## src/sv/assert_macros.svh

```systemverilog
// Assertion helpers shared by the RTL files.
`ifndef ASSERT_MACROS_SVH
`define ASSERT_MACROS_SVH

`ifndef SYNTHESIS

// General property, checked on every rising clock edge outside reset.
`define ASSERT_PROP(lbl, clk, rst, prop, msg) \
   lbl: assert property (@(posedge clk) disable iff (rst) prop) else $error(msg);

// Same-cycle implication, checked on every rising clock edge outside reset.
`define ASSERT_IMPLY(lbl, clk, rst, ante, cons, msg) \
   lbl: assert property (@(posedge clk) disable iff (rst) (ante) |-> (cons)) else $error(msg);

`else

`define ASSERT_PROP(lbl, clk, rst, prop, msg)
`define ASSERT_IMPLY(lbl, clk, rst, ante, cons, msg)

`endif

`endif

```

## src/sv/vsep_pkg.sv

```systemverilog
`timescale 1ns / 1ps

package vsep_pkg;

   // Command codes.
   localparam logic CMD_SCATTER = 1'b0;
   localparam logic CMD_READ    = 1'b1;

   // Configuration register indexes.
   localparam logic [2:0] CSR_MODE_MIN    = 3'd0;
   localparam logic [2:0] CSR_CHANNELS    = 3'd1;
   localparam logic [2:0] CSR_GRID_SIZE_X = 3'd2;
   localparam logic [2:0] CSR_GRID_SIZE_Y = 3'd3;
   localparam logic [2:0] CSR_GRID_SIZE_Z = 3'd4;
   localparam logic [2:0] CSR_SCALE_X     = 3'd5;
   localparam logic [2:0] CSR_SCALE_Y     = 3'd6;
   localparam logic [2:0] CSR_SCALE_Z     = 3'd7;

   localparam int CSR_INDEX_W = 3;
   localparam int CSR_DATA_W  = 24;

   localparam logic [23:0] SCALE_ONE = 24'h010000;

   typedef struct packed {
      logic               cmd;
      logic        [3:0]  batch_index;
      logic        [5:0]  channel_index;
      logic signed [23:0] coord_x;
      logic signed [23:0] coord_y;
      logic signed [23:0] coord_z;
      logic signed [31:0] feature;
      logic        [15:0] read_address;
   } req_type;

   typedef struct packed {
      logic               in_range;
      logic               updated;
      logic signed [31:0] voxel_value;
      logic               voxel_touched;
   } rsp_type;

   typedef struct packed {
      logic              mode_min;
      logic [6:0]        channels_in_use;
      logic [2:0][10:0]  grid_size;
      logic [2:0][23:0]  scale;
   } cfg_type;

   // Status from the address generator to the controller.
   typedef struct packed {
      logic done;
      logic ok;
   } ag_status_type;

endpackage

```

## src/sv/vsep_addr_gen.sv

```systemverilog
`timescale 1ns / 1ps
`include "assert_macros.svh"

module vsep_addr_gen import vsep_pkg::*; #(
   parameter int BATCH       = 2,
   parameter int DIMS        = 3,
   parameter int VOXEL_DEPTH = 65536
) (
   input  logic                           clock,
   input  logic                           reset,
   input  logic                           start,
   input  req_type                        req_item,
   input  cfg_type                        cfg,
   output ag_status_type                  status,
   output logic [$clog2(VOXEL_DEPTH)-1:0] addr
);

   localparam int AW  = $clog2(VOXEL_DEPTH);
   localparam int SW  = AW + 12;
   localparam int SCW = (DIMS > 1) ? $clog2(DIMS) : 1;

   logic [2:0][23:0]      coord_all;
   logic [DIMS-1:0][10:0] axis_idx;
   logic [DIMS-1:0]       axis_ok;
   logic [11:0]           base;
   logic                  base_ok;
   logic                  base_over;
   logic [SW-1:0]         sum;
   logic                  sum_over;

   logic [DIMS-1:0][10:0] idx_ff, idx_in;
   logic [DIMS-1:0]       axis_ok_ff, axis_ok_in;
   logic [AW-1:0]         acc_ff, acc_in;
   logic                  over_ff, over_in;
   logic                  run_ff, run_in;
   logic                  done_ff, done_in;
   logic [SCW-1:0]        step_ff, step_in;

   assign coord_all = {req_item.coord_z, req_item.coord_y, req_item.coord_x};

   // Each axis: |coord| * scale, keep the integer part, then range check. A
   // negative product that truncates to zero still lands on index zero.
   for (genvar d = 0; d < DIMS; d++) begin : g_axis
      logic        neg;
      logic [23:0] mag;
      logic [47:0] prod;
      logic [23:0] q;
      assign neg  = coord_all[d][23];
      assign mag  = neg ? (~coord_all[d] + 24'd1) : coord_all[d];
      assign prod = 48'(mag) * 48'(cfg.scale[d]);
      assign q    = prod[47:24];
      assign axis_idx[d] = q[10:0];
      assign axis_ok[d]  = !(neg && (q != 24'd0)) && (q < 24'(cfg.grid_size[d]));
   end

   assign base = 12'(req_item.batch_index) * 12'(cfg.channels_in_use)
               + 12'(req_item.channel_index);
   assign base_ok = (5'(req_item.batch_index) < 5'(BATCH))
                 && ({1'b0, req_item.channel_index} < cfg.channels_in_use);
   assign base_over = SW'(base) >= SW'(VOXEL_DEPTH);

   // One multiply-add per axis. The running address never needs more than AW
   // bits: once a partial result reaches the depth the point is out anyway.
   assign sum = SW'(acc_ff) * SW'(cfg.grid_size[step_ff]) + SW'(idx_ff[step_ff]);
   assign sum_over = sum >= SW'(VOXEL_DEPTH);

   always_comb begin
      idx_in     = idx_ff;
      axis_ok_in = axis_ok_ff;
      acc_in     = acc_ff;
      over_in    = over_ff;
      run_in     = run_ff;
      step_in    = step_ff;
      done_in    = 1'b0;
      if (start) begin
         idx_in     = axis_idx;
         axis_ok_in = axis_ok;
         acc_in     = AW'(base);
         over_in    = !base_ok || base_over;
         run_in     = 1'b1;
         step_in    = '0;
      end else if (run_ff) begin
         acc_in  = AW'(sum);
         over_in = over_ff || !axis_ok_ff[step_ff] || sum_over;
         if (step_ff == SCW'(DIMS - 1)) begin
            run_in  = 1'b0;
            done_in = 1'b1;
         end else begin
            step_in = step_ff + SCW'(1);
         end
      end
   end

   always_ff @(posedge clock) begin
      if (reset) begin
         run_ff  <= 1'b0;
         done_ff <= 1'b0;
         step_ff <= '0;
      end else begin
         run_ff  <= run_in;
         done_ff <= done_in;
         step_ff <= step_in;
      end
      idx_ff     <= idx_in;
      axis_ok_ff <= axis_ok_in;
      acc_ff     <= acc_in;
      over_ff    <= over_in;
   end

   assign status.done = done_ff;
   assign status.ok   = !over_ff;
   assign addr        = acc_ff;

   `ASSERT_PROP(a_done_pulse, clock, reset, done_ff |=> !done_ff, "done held longer than one cycle")
   `ASSERT_PROP(a_no_restart, clock, reset, start |-> !run_ff, "start while address walk runs")
   `ASSERT_IMPLY(a_done_ends_walk, clock, reset, done_ff, !run_ff, "done while address walk runs")

endmodule

```

## config.mk

```make
export PLATFORM = sky130hd
export DESIGN_NAME = vsep_addr_gen
export DESIGN_NICKNAME = d
export VERILOG_FILES = /design/src/sv/vsep_pkg.sv /design/src/sv/vsep_addr_gen.sv
export VERILOG_INCLUDE_DIRS = /design/src /design/src/sv
export SDC_FILE = /design/constraint.sdc
export NUM_CORES = 2
export LEC_CHECK = 0
export BUFFER_PORTS_ARGS = -buffer_cell sky130_fd_sc_hd__buf_2
export CAP_MARGIN = 20
export CORE_MARGIN = 4
export CORE_UTILIZATION = 60
export DETAILED_ROUTE_END_ITERATION = 8
export PLACE_DENSITY_LB_ADDON = 0.05
export SLEW_MARGIN = 30
export SYNTH_ARGS = -nofsm -noshare
export SYNTH_HDL_FRONTEND = slang
export SYNTH_SLANG_ARGS = --single-unit
export TNS_END_PERCENT = 30
```

## constraint.sdc

```tcl
create_clock -name clock -period 18.93 [get_ports clock]
set_input_delay 0.9465 -clock clock [delete_from_list [all_inputs] [get_ports clock]]
set_output_delay 0.9465 -clock clock [all_outputs]
set_load 0.01 [all_outputs]
```

==> results.yml <==
placement:
  port_buffers: 214
  placed_area_um2: 71400
  dp.cells: 9230
  place_congestion: 0.944
  dpl.hpwl_mm: 142
clock_network:
  clock_latency_ns: 0.35
  htreeDepth: 3
  root_buffer: "clkbuf_16"
  tritoncts: "yes"
  clk_path_buf_depth: 2
  ctsResizeCount: 0
  ctsHoldBuffers: 0
  postCtsSetupBuffers: 0
  cts_buffers: 9
  path_clk_slew_ns: 0.06
  cts_sinks: 57
die:
  rows: 123
  initial_core_util_pct: 60.6
  boundaryPins: 265
  die_w_um: 346
  core_area_um2: 113000
  die_area_um2: 119000
  fp.dieH_um: 346
timing:
  max_slew_margin_pct: 29.6
  slew_viol_final: 0
  rsz0062_at_grt: "no"
  setup_viol: 0
  hold_violations: 0
  skew_ns: 0.00758
  worst_pin_slew_ns: 1.05
  finalCritPeriodShare_pct: 66.3
  fin_crit_ns: 12.55
  fmax_ghz: 0.0797
  tns_ns: 0
synth:
  synth.avg_cell_area_um2: 8.77
  muxShareOfSynthArea_pct: 0.662
  synth_edf_count: 49
  synth.area.top_cells: "fa_1 (47%), ha_1 (12%), inv_1 (11%), and2_1 (11%), nand2_1 (5.0%)"
  async_flop_share_pct: 0
  synth_top_family_by_area: "adder cells"
  synth_flop_cell: "edfxtp_1"
  netlist.area_leader.share_pct: 46.7
  yosys.area_share.adder_pct: 58.4
  syn_nets: 10285
  synth_xor_area_share_pct: 1.84
  yosys_register_bits: 57
  ys_seq_area_share_pct: 2.39
  synthCells: 7801
  ys_warn_count: 0
  synth-simple-area-share_pct: 18.7
  synth_area_um2: 68400
  synth_compound_area_share_pct: 5.27
  yosys.area.top_type: "fa_1"
  yosysUniqueCellTypes: 81
finish:
  final_cell_count_no_fill: 9253
  area_growth_pct: 5.04
  drive_above_1_share_pct: 4.98
  nNetsFinal: 10231
  fin_util_pct: 63.7
  stdcell_area_um2: 71800
  fillers: 9907
worst_setup_path:
  reg2reg_slack_ns: 11.43
  cp-start-kind: "primary input"
  reg2reg_to: "over_ff$_DFFE_PP_"
  critical_path_cell_count: 36
  critPathKind: "primary input to register"
  crit_start: "req_item[72]"
  worstPathRequired_ns: 19.14
  r2r_cells: 26
  setup.worst_path.end: "axis_ok_ff[1]$_DFFE_PP_"
  slowest_delay_ns: 0.72
  rr_startpoint: "step_ff[0]$_SDFFE_PP0P_"
  endpoint_kind: "register"
  cpMaxStageDelayCell: "or4_1"
  cp.arrival_ns: 12.75
  cp_max_fo: 25
  critical_path_buf_inv_count: 7
  crit_family: "adder cells"
  path_common_cell: "fa_1"
global_route:
  grt.overflow.total: 0
  grt_use_total_pct: 32.1
  grt_max_degree: 67
  antenna_found_initial: 4
  grt_pass1_vias: 56878
  grt_pass1_wl_mm: 305
routing:
  first_iter_violations: 3227
  wirelength_mm: 186
  drc_errors: 0
  routed_via_density: 5.59
  final_antenna_net_count: 0
  dr.pass1.iters: 6
  vias: 51686
  routedWlPerCell_um: 20.1
job:
  cap_violations: 0
run_status:
  status: "finished, final reports clean"
worst_hold_path:
  hold_class: "register to register"
-- per-stage QoR --
stage | setup WS, ns | hold WS (ns)
3_3_place_gp | 6.20 | 0.622
3_5_place_dp | 6.20 | 0.615
2_1_floorplan | 8.35 | 0.531
4_1_cts | 6.52 | 0.627
5_1_grt | 5.72 | 0.650
6_report | 6.38 | 0.637
-- metal layers --
metal	share of wire (%)	track usage (%)
met1	41	43.8
met2	48	54.0
met3	7.0	4.17
met4	3.2	9.84
met5	0	0
-- tightest hold or removal path, delay by kind of cell, from the launching register on --
kind | cells | cell delay [ns]
flip-flops | 1 | 0.40
AND/OR/NAND/NOR | 2 | 0.17
-- registers in the layout (all words and copies together), names as in the netlist --
register / cells
idx_ff: 33
over_ff: 1
axis_ok_ff: 3
done_ff: 1
step_ff: 2
addr: 16
run_ff: 1
-- Yosys cell counts (all sizes together) (6+ instances only) --
master,instances
inv,1970
nor2,100
o31ai,21
nor2b,30
a211o,8
nand4,28
nand3,38
clkbuf,344
or3,17
nor4b,9
a31oi,12
o21a,17
o21bai,18
o21ai,124
a21o,62
ha,642
a21boi,11
o41ai,17
o2111ai,6
nand2b,30
and2,1167
and4,10
xnor2,106
nor3,37
or4,12
a211oi,16
a311oi,6
nor4,14
mux2i,37
xor2,38
and3,15
nand3b,7
dfxtp,8
edfxtp,49
o211ai,22
fa,1595
a21oi,170
mux2,7
nand2,910
-- logic make-up after synthesis --
logic type	after synthesis
compound gates	558
xor+xnor	144
flops	57
fa+ha+maj	2238
mux	44
simple gates	2441
buf+inv	2319
-- layout make-up --
cell class | count | area (µm²) | area share (%)
multi-input combinational | 5425 | 58900 | 82.0
timing repair buffer | 284 | 1690 | 2.35
tap | 1500 | 1880 | 2.61
clock buffer | 9 | 225 | 0.313
inverter | 1970 | 7390 | 10.3
clock inverter | 7 | 104 | 0.145
sequential | 57 | 1630 | 2.27
antenna | 1 | 2.50 | 0.00348
-- how the worst min path moves through the flow --
| stage | startpoint | to | slack, ns | cells past startpoint |
|---|---|---|---|---|
| 2_1_floorplan | step_ff[1]$_SDFFE_PP0P_ | step_ff[1]$_SDFFE_PP0P_ | 0.53 | 2 |
| 3_3_place_gp | run_ff$_SDFF_PP0_ | done_ff$_SDFF_PP0_ | 0.62 | 2 |
| 3_5_place_dp | run_ff$_SDFF_PP0_ | done_ff$_SDFF_PP0_ | 0.61 | 2 |
| 4_1_cts | run_ff$_SDFF_PP0_ | done_ff$_SDFF_PP0_ | 0.63 | 2 |
| 5_1_grt | run_ff$_SDFF_PP0_ | done_ff$_SDFF_PP0_ | 0.65 | 2 |
| 6_report | run_ff$_SDFF_PP0_ | done_ff$_SDFF_PP0_ | 0.64 | 2 |
-- placed cells by master (no fill, tap or decap), types with 37 or more instances in the layout --
cell / Yosys / final
xnor2_1: 106 / 51
inv_1: 1970 / 1970
and2_1: 1167 / 1167
nand3_1: 38 / 38
ha_1: 642 / 642
mux2i_1: 37 / 37
fa_1: 1595 / 1595
edfxtp_1: 49 / 49
nand2_1: 910 / 910
nor2_1: 100 / 100
a21oi_1: 169 / 169
o21ai_0: 117 / 117
buf_2: 0 / 214
nor3_1: 37 / 37
a21o_1: 62 / 62
buf_4: 1 / 64
Power is left out: the tool's default activity adds up to more than one toggle a clock period on the data nets, which glitch-free logic cannot reach.
